$ cat config.mk
export PLATFORM = sky130hd
export DESIGN_NAME = timestamp_merge_event_builder
export DESIGN_NICKNAME = d
export VERILOG_FILES = /design/src/rtl/tmeb_pkg.sv /design/src/rtl/tmeb_ctrl.sv /design/src/rtl/tmeb_dp.sv /design/src/rtl/timestamp_merge_event_builder.sv
export SDC_FILE = /design/constraint.sdc
export NUM_CORES = 2
export LEC_CHECK = 0
export BUFFER_PORTS_ARGS = -buffer_cell sky130_fd_sc_hd__buf_2
export CAP_MARGIN = 20
export CORE_AREA = 2 2 513 387
export CTS_CLUSTER_SIZE = 40
export DETAILED_ROUTE_END_ITERATION = 10
export DIE_AREA = 0 0 515 389
export GPL_TIMING_DRIVEN = 0
export SYNTH_ARGS = -nofsm -noshare
export SYNTH_HDL_FRONTEND = slang
export SYNTH_SLANG_ARGS = --single-unit
$ cat constraint.sdc
create_clock -name clk -period 20.5 [get_ports clk]
set_input_delay 1.025 -clock clk [delete_from_list [all_inputs] [get_ports clk]]
set_output_delay 1.025 -clock clk [all_outputs]
set_load 0.03 [all_outputs]
$ cat src/rtl/tmeb_pkg.sv
// ----------------------------------------------------------------------------
// tmeb_pkg
// Shared types, codes and defaults for the timestamp merge event builder.
// ----------------------------------------------------------------------------
package tmeb_pkg;

  localparam int NUM_SOURCES_DEF    = 8;
  localparam int MAX_EVENT_HITS_DEF = 65536;

  localparam int SRC_W   = 3;
  localparam int TIME_W  = 48;
  localparam int NS_W    = 52;
  localparam int WIN_W   = 31;
  localparam int SCALE_W = 4;
  localparam int CNT_W   = 17;
  localparam int CFG_IDX_W = 2;
  localparam int CFG_DATA_W = 31;

  localparam logic [CFG_IDX_W-1:0] CFG_TIME_WINDOW  = 2'd0;
  localparam logic [CFG_IDX_W-1:0] CFG_BUILD_ENABLE = 2'd1;
  localparam logic [CFG_IDX_W-1:0] CFG_TICK_SCALE   = 2'd2;

  localparam logic [WIN_W-1:0]   TIME_WINDOW_RST  = '0;
  localparam logic               BUILD_ENABLE_RST = 1'b1;
  localparam logic [SCALE_W-1:0] TICK_SCALE_RST   = 4'd2;

  localparam logic OP_HIT    = 1'b0;
  localparam logic OP_FINISH = 1'b1;

  typedef struct packed {
    logic [7:0]      board_id;
    logic [15:0]     serial_number;
    logic [5:0]      channel;
    logic [15:0]     energy;
    logic [15:0]     short_energy;
    logic [NS_W-1:0] time_ns;
    logic [15:0]     fine_time_ns;
    logic [15:0]     flags_low;
    logic [15:0]     flags_high;
    logic [31:0]     event_number;
    logic [15:0]     hit_index;
  } result_t;

  typedef struct packed {
    logic load;
    logic scan_init;
    logic scan_step;
    logic mul;
    logic evt;
    logic xfer;
    logic flush;
  } cmd_t;

  typedef struct packed {
    logic emit_ok;
    logic scan_last;
    logic res_keep;
    logic pend_valid;
    logic out_free;
  } status_t;

endpackage

$ cat src/rtl/tmeb_ctrl.sv
// ----------------------------------------------------------------------------
// tmeb_ctrl
// Sequencer: accepts one transaction, then scans, scales, groups and hands
// out the merged hits until the merge has to wait for more input.
// ----------------------------------------------------------------------------
module tmeb_ctrl (
  input  logic              clk,
  input  logic              rst,
  input  logic              in_valid,
  output logic              in_ready,
  input  tmeb_pkg::status_t status,
  output tmeb_pkg::cmd_t    cmd
);
  import tmeb_pkg::*;

  typedef enum logic [6:0] {
    S_IDLE  = 7'b0000001,
    S_CHECK = 7'b0000010,
    S_SCAN  = 7'b0000100,
    S_MUL   = 7'b0001000,
    S_EVT   = 7'b0010000,
    S_XFER  = 7'b0100000,
    S_FLUSH = 7'b1000000
  } state_t;

  state_t state, state_next;

  always_ff @(posedge clk) begin
    if (rst) begin
      state <= S_IDLE;
    end else begin
      state <= state_next;
    end
  end

  always_comb begin
    state_next = state;
    cmd        = '0;
    in_ready   = 1'b0;
    case (state)
      S_IDLE: begin
        in_ready = !rst;
        if (in_valid && !rst) begin
          cmd.load   = 1'b1;
          state_next = S_CHECK;
        end
      end
      S_CHECK: begin
        if (status.emit_ok) begin
          cmd.scan_init = 1'b1;
          state_next    = S_SCAN;
        end else begin
          state_next = S_FLUSH;
        end
      end
      S_SCAN: begin
        cmd.scan_step = 1'b1;
        if (status.scan_last) state_next = S_MUL;
      end
      S_MUL: begin
        cmd.mul    = 1'b1;
        state_next = S_EVT;
      end
      S_EVT: begin
        cmd.evt    = 1'b1;
        state_next = S_XFER;
      end
      S_XFER: begin
        if (!status.res_keep) begin
          state_next = S_CHECK;
        end else if (!status.pend_valid || status.out_free) begin
          cmd.xfer   = 1'b1;
          state_next = S_CHECK;
        end
      end
      S_FLUSH: begin
        if (!status.pend_valid) begin
          state_next = S_IDLE;
        end else if (status.out_free) begin
          cmd.flush  = 1'b1;
          state_next = S_IDLE;
        end
      end
      default: state_next = S_IDLE;
    endcase
  end

endmodule

$ cat src/rtl/tmeb_dp.sv
// ----------------------------------------------------------------------------
// tmeb_dp
// Datapath: head slots, earliest-head scan, tick scaling, event grouping,
// one pending result and the output register.
// ----------------------------------------------------------------------------
module tmeb_dp #(
  parameter int NUM_SOURCES    = tmeb_pkg::NUM_SOURCES_DEF,
  parameter int MAX_EVENT_HITS = tmeb_pkg::MAX_EVENT_HITS_DEF
) (
  input  logic                                clk,
  input  logic                                rst,
  input  logic                                cfg_valid,
  input  logic [tmeb_pkg::CFG_IDX_W-1:0]      cfg_index,
  input  logic [tmeb_pkg::CFG_DATA_W-1:0]     cfg_data,
  input  logic                                operation,
  input  logic [tmeb_pkg::SRC_W-1:0]          source_index,
  input  logic [7:0]                          board_id,
  input  logic [15:0]                         serial_number,
  input  logic [5:0]                          channel,
  input  logic [15:0]                         energy,
  input  logic [15:0]                         short_energy,
  input  logic [tmeb_pkg::TIME_W-1:0]         coarse_time,
  input  logic [15:0]                         fine_time,
  input  logic [15:0]                         flags_low,
  input  logic [15:0]                         flags_high,
  input  tmeb_pkg::cmd_t                      cmd,
  output tmeb_pkg::status_t                   status,
  input  logic                                out_ready,
  output logic                                out_valid,
  output tmeb_pkg::result_t                   out_rec,
  output logic                                out_last
);
  import tmeb_pkg::*;

  localparam int IDX_W = (NUM_SOURCES > 1) ? $clog2(NUM_SOURCES) : 1;
  localparam logic [IDX_W-1:0] LAST_IDX = IDX_W'(NUM_SOURCES - 1);
  localparam logic [CNT_W-1:0] MAX_HITS = CNT_W'(MAX_EVENT_HITS);

  // configuration
  logic [WIN_W-1:0]   time_window;
  logic               build_enable;
  logic [SCALE_W-1:0] tick_scale;

  always_ff @(posedge clk) begin
    if (rst) begin
      time_window  <= TIME_WINDOW_RST;
      build_enable <= BUILD_ENABLE_RST;
      tick_scale   <= TICK_SCALE_RST;
    end else if (cfg_valid) begin
      case (cfg_index)
        CFG_TIME_WINDOW:  time_window  <= cfg_data[WIN_W-1:0];
        CFG_BUILD_ENABLE: build_enable <= cfg_data[0];
        CFG_TICK_SCALE:   tick_scale   <= cfg_data[SCALE_W-1:0];
        default: ;
      endcase
    end
  end

  // head slots
  logic [TIME_W-1:0] head_time     [NUM_SOURCES];
  logic [47:0]       head_energies [NUM_SOURCES];
  logic [31:0]       head_flags    [NUM_SOURCES];
  logic [29:0]       head_ident    [NUM_SOURCES];
  logic [NUM_SOURCES-1:0] head_full;
  logic [NUM_SOURCES-1:0] source_finished;

  logic [IDX_W-1:0] wr_idx;
  logic             in_range;
  assign wr_idx   = IDX_W'(source_index);
  assign in_range = int'(source_index) < NUM_SOURCES;

  // scan state
  logic [IDX_W-1:0]  sidx;
  logic              best_valid;
  logic [IDX_W-1:0]  best_src;
  logic [TIME_W-1:0] best_time;
  logic [47:0]       best_energies;
  logic [31:0]       best_flags;
  logic [29:0]       best_ident;

  always_ff @(posedge clk) begin
    if (cmd.load && in_range && !source_finished[wr_idx] && operation == OP_HIT
        && !head_full[wr_idx]) begin
      head_time[wr_idx]     <= coarse_time;
      head_energies[wr_idx] <= {fine_time, short_energy, energy};
      head_flags[wr_idx]    <= {flags_high, flags_low};
      head_ident[wr_idx]    <= {board_id, serial_number, channel};
    end
  end

  always_ff @(posedge clk) begin
    if (rst) begin
      head_full       <= '0;
      source_finished <= '0;
    end else begin
      if (cmd.load && in_range && !source_finished[wr_idx]) begin
        if (operation == OP_FINISH) source_finished[wr_idx] <= 1'b1;
        else head_full[wr_idx] <= 1'b1;
      end
      if (cmd.mul) head_full[best_src] <= 1'b0;
    end
  end

  // ties go to the later source, so <= keeps the highest index
  always_ff @(posedge clk) begin
    if (rst) begin
      sidx       <= '0;
      best_valid <= 1'b0;
    end else if (cmd.scan_init) begin
      sidx       <= '0;
      best_valid <= 1'b0;
    end else if (cmd.scan_step) begin
      sidx <= sidx + 1'b1;
      if (head_full[sidx] && (!best_valid || head_time[sidx] <= best_time)) begin
        best_valid    <= 1'b1;
        best_src      <= sidx;
        best_time     <= head_time[sidx];
        best_energies <= head_energies[sidx];
        best_flags    <= head_flags[sidx];
        best_ident    <= head_ident[sidx];
      end
    end
  end

  // scaled times
  logic [NS_W-1:0] t_ns;
  logic [15:0]     fine_ns;
  always_ff @(posedge clk) begin
    if (cmd.mul) begin
      t_ns    <= {{(NS_W-TIME_W){1'b0}}, best_time} * {{(NS_W-SCALE_W){1'b0}}, tick_scale};
      fine_ns <= 16'(best_energies[47:32] * tick_scale);
    end
  end

  // event grouping
  logic [NS_W-1:0]  event_first_time;
  logic [31:0]      event_counter;
  logic [CNT_W-1:0] event_hit_count;
  logic             event_open;
  logic [NS_W-1:0]  diff;
  logic             joins;
  result_t          res;
  logic             res_keep;

  assign diff  = t_ns - event_first_time;
  assign joins = build_enable && (diff < NS_W'(time_window));

  always_ff @(posedge clk) begin
    if (rst) begin
      event_first_time <= '0;
      event_counter    <= '0;
      event_hit_count  <= '0;
      event_open       <= 1'b0;
      res_keep         <= 1'b0;
    end else if (cmd.evt) begin
      res_keep <= 1'b1;
      if (!event_open) begin
        event_open       <= 1'b1;
        event_first_time <= t_ns;
        event_hit_count  <= CNT_W'(1);
      end else if (joins) begin
        if (event_hit_count >= MAX_HITS) res_keep <= 1'b0;
        else event_hit_count <= event_hit_count + 1'b1;
      end else begin
        event_counter    <= event_counter + 1'b1;
        event_first_time <= t_ns;
        event_hit_count  <= CNT_W'(1);
      end
    end
  end

  always_ff @(posedge clk) begin
    if (cmd.evt) begin
      res.board_id      <= best_ident[29:22];
      res.serial_number <= best_ident[21:6];
      res.channel       <= best_ident[5:0];
      res.energy        <= best_energies[15:0];
      res.short_energy  <= best_energies[31:16];
      res.time_ns       <= t_ns;
      res.fine_time_ns  <= fine_ns;
      res.flags_low     <= best_flags[15:0];
      res.flags_high    <= best_flags[31:16];
      if (event_open && joins) begin
        res.event_number <= event_counter;
        res.hit_index    <= event_hit_count[15:0];
      end else begin
        res.event_number <= event_open ? event_counter + 1'b1 : event_counter;
        res.hit_index    <= '0;
      end
    end
  end

  // pending result waits until we know whether another one follows
  result_t pend;
  logic    pend_valid;
  logic    out_free;
  assign out_free = !out_valid || out_ready;

  always_ff @(posedge clk) begin
    if (rst) begin
      pend_valid <= 1'b0;
      out_valid  <= 1'b0;
      out_last   <= 1'b0;
    end else begin
      if ((cmd.xfer && pend_valid) || cmd.flush) out_valid <= 1'b1;
      else if (out_valid && out_ready) out_valid <= 1'b0;
      if (cmd.xfer) begin
        pend       <= res;
        pend_valid <= 1'b1;
        if (pend_valid) begin
          out_rec  <= pend;
          out_last <= 1'b0;
        end
      end else if (cmd.flush) begin
        out_rec    <= pend;
        out_last   <= 1'b1;
        pend_valid <= 1'b0;
      end
    end
  end

  assign status.emit_ok    = (&(head_full | source_finished)) && (|head_full);
  assign status.scan_last  = sidx == LAST_IDX;
  assign status.res_keep   = res_keep;
  assign status.pend_valid = pend_valid;
  assign status.out_free   = out_free;

endmodule

$ cat src/rtl/timestamp_merge_event_builder.sv
// ----------------------------------------------------------------------------
// timestamp_merge_event_builder
// Time-ordered merge of per-source hit streams with window event building.
// ----------------------------------------------------------------------------
// Input channel (in_valid/in_ready): one transaction carries either a hit of
// one source or a finish mark for it. Each source holds one head hit. While
// every source holds a head or is finished, the earliest head (highest source
// on a tie) is scaled by tick_scale, tagged with event_number and hit_index,
// and sent on the output channel (out_valid/out_ready); last marks the final
// result caused by an input transaction.
// One input transaction at a time: the block accepts it and checks the heads,
// then per emitted hit scans the sources in sequence, scales, groups, hands
// the result off and checks again, then closes the transaction.
// Configuration (cfg_valid/cfg_index/cfg_data) is ready outside reset and
// must be written only while the block is idle, which it does not enforce.
// Reset clears heads, finish marks, event state and restores register
// defaults. A stalled receiver holds the output register; work stops at the
// next hand-off until it drains.
// ----------------------------------------------------------------------------
module timestamp_merge_event_builder #(
  parameter int NUM_SOURCES    = tmeb_pkg::NUM_SOURCES_DEF,
  parameter int MAX_EVENT_HITS = tmeb_pkg::MAX_EVENT_HITS_DEF
) (
  input  logic                            clk,
  input  logic                            rst,
  input  logic                            cfg_valid,
  output logic                            cfg_ready,
  input  logic [tmeb_pkg::CFG_IDX_W-1:0]  cfg_index,
  input  logic [tmeb_pkg::CFG_DATA_W-1:0] cfg_data,
  input  logic                            in_valid,
  output logic                            in_ready,
  input  logic                            operation,
  input  logic [tmeb_pkg::SRC_W-1:0]      source_index,
  input  logic [7:0]                      board_id,
  input  logic [15:0]                     serial_number,
  input  logic [5:0]                      channel,
  input  logic [15:0]                     energy,
  input  logic [15:0]                     short_energy,
  input  logic [tmeb_pkg::TIME_W-1:0]     coarse_time,
  input  logic [15:0]                     fine_time,
  input  logic [15:0]                     flags_low,
  input  logic [15:0]                     flags_high,
  output logic                            out_valid,
  input  logic                            out_ready,
  output logic [7:0]                      out_board_id,
  output logic [15:0]                     out_serial_number,
  output logic [5:0]                      out_channel,
  output logic [15:0]                     out_energy,
  output logic [15:0]                     out_short_energy,
  output logic [tmeb_pkg::NS_W-1:0]       time_ns,
  output logic [15:0]                     fine_time_ns,
  output logic [15:0]                     out_flags_low,
  output logic [15:0]                     out_flags_high,
  output logic [31:0]                     event_number,
  output logic [15:0]                     hit_index,
  output logic                            last
);
  import tmeb_pkg::*;

  cmd_t    cmd;
  status_t status;
  result_t out_rec;

  assign cfg_ready = !rst;

  tmeb_ctrl u_ctrl (
    .clk      (clk),
    .rst      (rst),
    .in_valid (in_valid),
    .in_ready (in_ready),
    .status   (status),
    .cmd      (cmd)
  );

  tmeb_dp #(
    .NUM_SOURCES    (NUM_SOURCES),
    .MAX_EVENT_HITS (MAX_EVENT_HITS)
  ) u_dp (
    .clk           (clk),
    .rst           (rst),
    .cfg_valid     (cfg_valid),
    .cfg_index     (cfg_index),
    .cfg_data      (cfg_data),
    .operation     (operation),
    .source_index  (source_index),
    .board_id      (board_id),
    .serial_number (serial_number),
    .channel       (channel),
    .energy        (energy),
    .short_energy  (short_energy),
    .coarse_time   (coarse_time),
    .fine_time     (fine_time),
    .flags_low     (flags_low),
    .flags_high    (flags_high),
    .cmd           (cmd),
    .status        (status),
    .out_ready     (out_ready),
    .out_valid     (out_valid),
    .out_rec       (out_rec),
    .out_last      (last)
  );

  assign out_board_id      = out_rec.board_id;
  assign out_serial_number = out_rec.serial_number;
  assign out_channel       = out_rec.channel;
  assign out_energy        = out_rec.energy;
  assign out_short_energy  = out_rec.short_energy;
  assign time_ns           = out_rec.time_ns;
  assign fine_time_ns      = out_rec.fine_time_ns;
  assign out_flags_low     = out_rec.flags_low;
  assign out_flags_high    = out_rec.flags_high;
  assign event_number      = out_rec.event_number;
  assign hit_index         = out_rec.hit_index;

endmodule
# Word level (Yosys, flattened, before mapping)
# Memories as Yosys holds them, arrays and structs flattened. A register that Yosys moved wholly into a read port is not among the register bits.
# Index checks and enable logic that the tools add are counted.
[op_classes] eq_ne=17 add_sub_neg=4 magnitude_cmp=8 n_reduce_logical=41 bitwise=9 mul=2 muxes=60
[op_table] op="$mux W210" n=3
[op_table] op="$mux W52" n=2
[op_table] op="$lt A52 B31 Y1" n=1
[op_table] op="$mul A48 B4 Y52" n=1
[op_table] op="$sub A52 B52 Y52" n=1
[op_table] op="$mux W17" n=3
[op_table] op="$mux W7" n=7
[op_table] op="$pmux W7 S7" n=1
[op_table] op="$le A48 B48 Y1" n=1
[op_table] op="$mux W48" n=1
[op_table] op="$add A32 B1 Y32 const B" n=1
[op_table] op="$mux W32" n=1
[op_table] op="$mux W8" n=4
[op_table] op="$mux W1" n=31
[op_table] op="$or A8 B8 Y8" n=3
[op_table] op="$reduce_and A2 Y1" n=9
[op_table] op="$add A17 B1 Y17 const B" n=1
[op_table] op="$ge A17 B17 Y1 const B" n=1
[op_table] op="$mul A16 B4 Y16" n=1
[op_table] op="$logic_and A1 B1 Y1" n=12
[op_table] op="$lt A3 B4 Y1 const B" n=3
[op_table] op="$bmux W1 S3" n=3
[op_table] op="$ne A3 B3 Y1 const B" n=3
[op_table] op="$and A8 B8 Y8" n=1
[op_table] op="other kinds (27)" n=46
[word_totals] word_cells=198 ram_bits=1264 out_inout_bits=214 ff_bits=918 in_bits=200 n_memories=4
[memory_table] memory="u_dp.head_energies" words=8 width=48 rd=1 rd_ports_with_merged_regs=1 write_ports=1 line_no="tmeb_dp.sv:61" rtl="logic [47:0] head_energies [NUM_SOURCES];"
[memory_table] memory="u_dp.head_time" words=8 width=48 rd=1 rd_ports_with_merged_regs=1 write_ports=1 line_no="tmeb_dp.sv:60" rtl="logic [TIME_W-1:0] head_time [NUM_SOURCES];"
[memory_table] memory="u_dp.head_flags" words=8 width=32 rd=1 rd_ports_with_merged_regs=1 write_ports=1 line_no="tmeb_dp.sv:62" rtl="logic [31:0] head_flags [NUM_SOURCES];"
[memory_table] memory="u_dp.head_ident" words=8 width=30 rd=1 rd_ports_with_merged_regs=1 write_ports=1 line_no="tmeb_dp.sv:63" rtl="logic [29:0] head_ident [NUM_SOURCES];"

# Longest topological paths before layout
[depth] depth_word=10 mapped_depth=28 ltp_nobuf=25

# Modules after synthesis
# From an unflattened synthesis, not the netlist that was laid out.
[unflattened] hier_cells=5322 area_unflattened_um2=93225.7
[modules_own_cells] mod="tmeb_dp" area_per_inst_um2=92790.2 seq_area_each_um2=67054.3 instances=1 cells_per_inst=5272
[modules_own_cells] mod="tmeb_ctrl" area_per_inst_um2=431.7 seq_area_each_um2=140.1 instances=1 cells_per_inst=49
[modules_own_cells] mod="timestamp_merge_event_builder" area_per_inst_um2=3.8 seq_area_each_um2=0.0 instances=1 cells_per_inst=1

# Worst setup path before layout
# Ideal clock, no wire load.
[synth_path] path_type="in2reg" from="input port rst" to="register u_dp.pend[0] (netlist bit) (enable)" setup_slack_ns=2.158 arrival_ns=17.187 path_buffers=2 t_required_ns=19.345 stages=3 path_cell_list="clkbuf_1 -> clkbuf_1 -> a311oi_1"
[synth_between] elab_chain_len=2
[synth_lines] element="start: declaration" line_no="timestamp_merge_event_builder.sv:25" rtl="input logic rst,"
[synth_lines] element="$not A1 Y1 (no source line)"
[synth_lines] element="$reduce_and A2 Y1 (no source line)"
[synth_lines] element="end signal: assignment" line_no="tmeb_dp.sv:208" rtl="pend <= res;"
[synth_lines] element="end: declaration" line_no="tmeb_dp.sv:194" rtl="result_t pend;"
# Every way passes these cells.
# A chain may end at the register's enable or synchronous reset.

# Final worst setup path
[layout_path] from="register u_dp.tick_scale[1]" to="register u_dp.t_ns[50] (data pin)"
[layout_between] elab_chain_len=1
[layout_lines] element="start: declaration" line_no="tmeb_dp.sv:42" rtl="logic [SCALE_W-1:0] tick_scale;"
[layout_lines] element="start signal: assignment" line_no="tmeb_dp.sv:53" rtl="CFG_TICK_SCALE: tick_scale <= cfg_data[SCALE_W-1:0];"
[layout_lines] element="$mul A48 B4 Y52" line_no="tmeb_dp.sv:130" rtl="t_ns <= {{(NS_W-TIME_W){1'b0}}, best_time} * {{(NS_W-SCALE_W){1'b0}}, tick_scale};"
[layout_lines] element="end signal: assignment" line_no="tmeb_dp.sv:130"
[layout_lines] element="end: declaration" line_no="tmeb_dp.sv:126" rtl="logic [NS_W-1:0] t_ns;"
# Every way passes these cells.

==> metrics <==
CTS resizes=0; Distinct cells, synth=between 70 and 80; die width=515 um; DRC Markers=0; largest family of logic cells by synthesized area=multiplexers; number of global-route vias before repair=48100; vias per cell=between 5 and 6; Hold Path Depth=0; WL final=215000 um; Die ar.=200000 um2; post-synthesis mux area share=10.3%; DRT Pass-1 Iters=5; HP Start=u_dp.res[84]$_DFFE_PP_; clk slew on worst S/H paths=60 ps; design area=approximately 110000 um2; total setup buffers inserted after CTS=0; final worst slack=about 13000 ps; pre-CTS setup slack=13190 ps; Initial Util=a little under half; # hold bufs at CTS=0; GRT Resource Usage Total=approximately a fifth; RD Place Congestion=0.898; reg-to-reg endpoint=u_dp.t_ns[50]$_DFFE_PN_; EDFF count, synth=around 2100; DRT iter0 DRCs=a little over 4000; H-tree levels=4; post-synthesis xor/xnor area fraction=1.44%; Final Hold Fails=0; Fillers=~15000; Mapped Nets=5891; Routed Antenna Nets=0; Area growth, synth to finish=15.7%; Slew headroom=25.6%; Ys Warns=0; Synth Register Bits=2295; R2R Setup Slk=approximately 13000 ps; max incr delay on CP=720 ps; CP max FO=10; part of the Yosys area used for sequential elements=72.0%; Leakage=36.5 nW; r2r startpoint=u_dp.tick_scale[1]$_SDFFE_PP1P_; Setup CP Type=reg2reg; Layout Skew=approximately 81 ps; Tightest Pin Transition=about 1100 ps; post-synth top area cell=edfxtp_1; main flop type after synthesis=edfxtp_1; global-route wire length before repair=316000 um; crit end category=register; fmax=between 0.1 and 0.15 GHz; IO Count=just over 400; CTS sink cnt=2295; asr flop ratio synth=0%; Max Cap Violations=0; Multi-input gate area=24300 um2; fin crit period=7250 ps; worst hold slack=about 370 ps; FF/Latch Area=67200 um2; CP required=approximately 21000 ps; startpoint type of the worst setup path=register; RSZ-0062 raised after global routing=no; synth top area cells=edfxtp_1 68%, mux4_2 7.7%, dfxtp_1 3.7%, ha_1 2.8%, fa_1 2.5%; fin. max-slew vios=0; nets@finish=6655; Worst Hold Path EP=u_dp.pend[84]$_DFFE_PP_; power per standard cell area=~88 nW/um2; status=completed; std cell rows=141; core area=196000 um2; wire per inst=24.2 um; Post-Syn Area=just over 90000 um2; post-route clock period utilization=35.4%; IO buf count=410; Placed Area=101000 um2; CTS buffer count=~210; pin count of the biggest net entering global routing=93; Synth top area share=roughly two thirds; GRT overflow=0; Die Y=between 300 and 400 um; Critical Path Slowest Stage Cell=clkbuf_1; Hold Path Class=reg2reg; Setup Viol. Count Final=0; FF-to-FF path depth=19; CP arrival=around 8000 ps; initial antenna violation count=58; CTS tree=yes; post-synthesis adder-cell area fraction=5.30%; CTS max path bufs=3; layout cell share with drive strength beyond 1=22.3%; complex-gate fraction of the synthesized area=3.72%; Mapped Avg Cell Area=17.4 um2; Max VDD drop=approximately 80 uV; vias post-DR=48600; root buf cell=clkbuf_16; Synth Instances=around 5400; crit-path cells=clkbuf_1, clkbuf_1, nand2_1, fa_1, fa_1, inv_1, fa_1, a211oi_1, o21bai_1, a21oi_1, o21ai_0, a211oi_1, o41ai_1, o41ai_1, o41ai_1, a311oi_1, o21bai_1, a21oi_1, xnor2_1; Clk Latency, worst-skew pair=860 ps; HPWL after DPL=150000 um; Synth Area in Simple Gates=5.23%
cells in the mapped netlist (all sizes together) (5+ instances only):
library cell	count
a21boi	7
nand3	47
and4	6
o31ai	8
clkbuf	155
nand4b	6
a211oi	22
nand2b	23
ha	206
or2	13
and3	20
inv	284
or4	6
mux2	158
xor2	75
o21a	23
nor2	133
o211ai	15
edfxtp	2123
fa	118
a221oi	6
nand4	46
a2111oi	6
a21oi	200
o21bai	17
nand2	462
nor2b	39
and2	99
nor3	55
nand3b	5
a31oi	25
buf	48
o21ai	111
nor4	7
mux2i	63
mux4	318
a31o	5
or3	37
o22ai	5
a21o	66
xnor2	78
dfxtp	172
o2111ai	7
power breakdown:
part           switching, mW  internal (mW)
combinational          0.283          0.231
clock                   1.72           2.18
sequential            0.0114           5.12
registers in the layout, indices dropped and copies added (netlist names), 4 cells and up, named ones only:
signal / cells
u_dp.event_hit_count: 17
u_dp.head_energies: 384
u_dp.out_rec: 210
u_dp.best_ident: 30
u_ctrl.state: 7
u_dp.head_full: 8
u_dp.best_time: 48
u_dp.pend: 210
u_dp.t_ns: 52
u_dp.best_energies: 48
u_dp.fine_ns: 16
u_dp.head_ident: 240
u_dp.head_flags: 256
u_dp.best_flags: 32
u_dp.event_first_time: 52
u_dp.tick_scale: 4
u_dp.head_time: 384
u_dp.source_finished: 8
u_dp.time_window: 31
u_dp.res: 210
u_dp.event_counter: 32
through the flow:
step	util, %	instances	setup TNS (ps)	power (mW)
4_1_cts	55.0	8867	0	9.64
3_3_place_gp	50.3	8351	-5203220	5.74
6_report	55.1	8886	0	9.55
5_1_grt	55.1	8883	0	9.87
3_5_place_dp	51.5	8479	0	5.74
2_1_floorplan	-	5367	0	5.57
cells in the final DEF, fill, tap and decap left out, types with 42 or more instances in the layout:
cell type and count:
clkinv_1 43, mux4_2 318, ha_1 206, fa_1 118
edfxtp_1 2123, mux2_2 158, buf_2 429, a21o_1 66
nand2_1 462, xnor2_1 78, clkbuf_1 202, inv_1 281
and2_1 99, mux2i_1 63, o21ai_0 105, nand4_1 46
buf_12 51, xor2_1 75, clkbuf_16 213, nand3_1 47
dfxtp_1 172, buf_6 42, a21oi_1 199, nor2_1 128
kinds of logic after synthesis:
| logic type | count (synthesis) |
|---|---|
| simple gates | 1013 |
| buf+inv | 487 |
| mux | 539 |
| xor+xnor | 153 |
| fa+ha+maj | 324 |
| compound gates | 556 |
| flops | 2295 |
worst max path at each step:
| stage | start | end | slack (ps) | cells past startpoint |
|---|---|---|---|---|
| final | u_dp.tick_scale[1]$_SDFFE_PP1P_ | u_dp.t_ns[50]$_DFFE_PN_ | 13250 | 19 |
| after global routing | u_dp.tick_scale[1]$_SDFFE_PP1P_ | u_dp.t_ns[50]$_DFFE_PN_ | 12770 | 19 |
| after CTS | register | u_dp.best_ident[21]$_DFFE_PP_ | 13170 | 23 |
| after detailed placement | register | u_dp.best_flags[6]$_DFFE_PP_ | 13190 | 23 |
| after global placement | u_dp.out_valid$_SDFFE_PP0P_ | u_dp.pend[70]$_DFFE_PP_ | -12190 | 1 |
| after floorplan | rst | u_dp.pend[0]$_DFFE_PP_ | 2160 | 3 |
cell type report:
class / count / area share, %
Antenna cell: 8 / 0.0185
Buffer: 203 / 0.770
Clock buffer: 264 / 5.15
Clock inverter: 124 / 1.22
Inverter: 284 / 0.997
Multi-Input combinational cell: 2585 / 22.5
Sequential cell: 2295 / 62.3
Tap cell: 2574 / 2.98
Timing Repair Buffer: 549 / 4.10
worst max-delay path, delay by kind of cell, from the launching register on:
family	cells	cell delay (ps)
compound gates	11	3560
xor+xnor	1	80
fa+ha+maj	3	1490
buf+inv	3	1330
flops	1	310
simple gates	1	150
metal layers:
metal  track usage (%)  vias up  share of wire (%)
li1                  -    22100                  -
met1              32.3    24800                 47
met2              31.8     1307                 45
met3              3.82      366                5.5
met4              5.80       46                2.6
met5                 0        -               0.13
(Power assumes the default switching activity.)
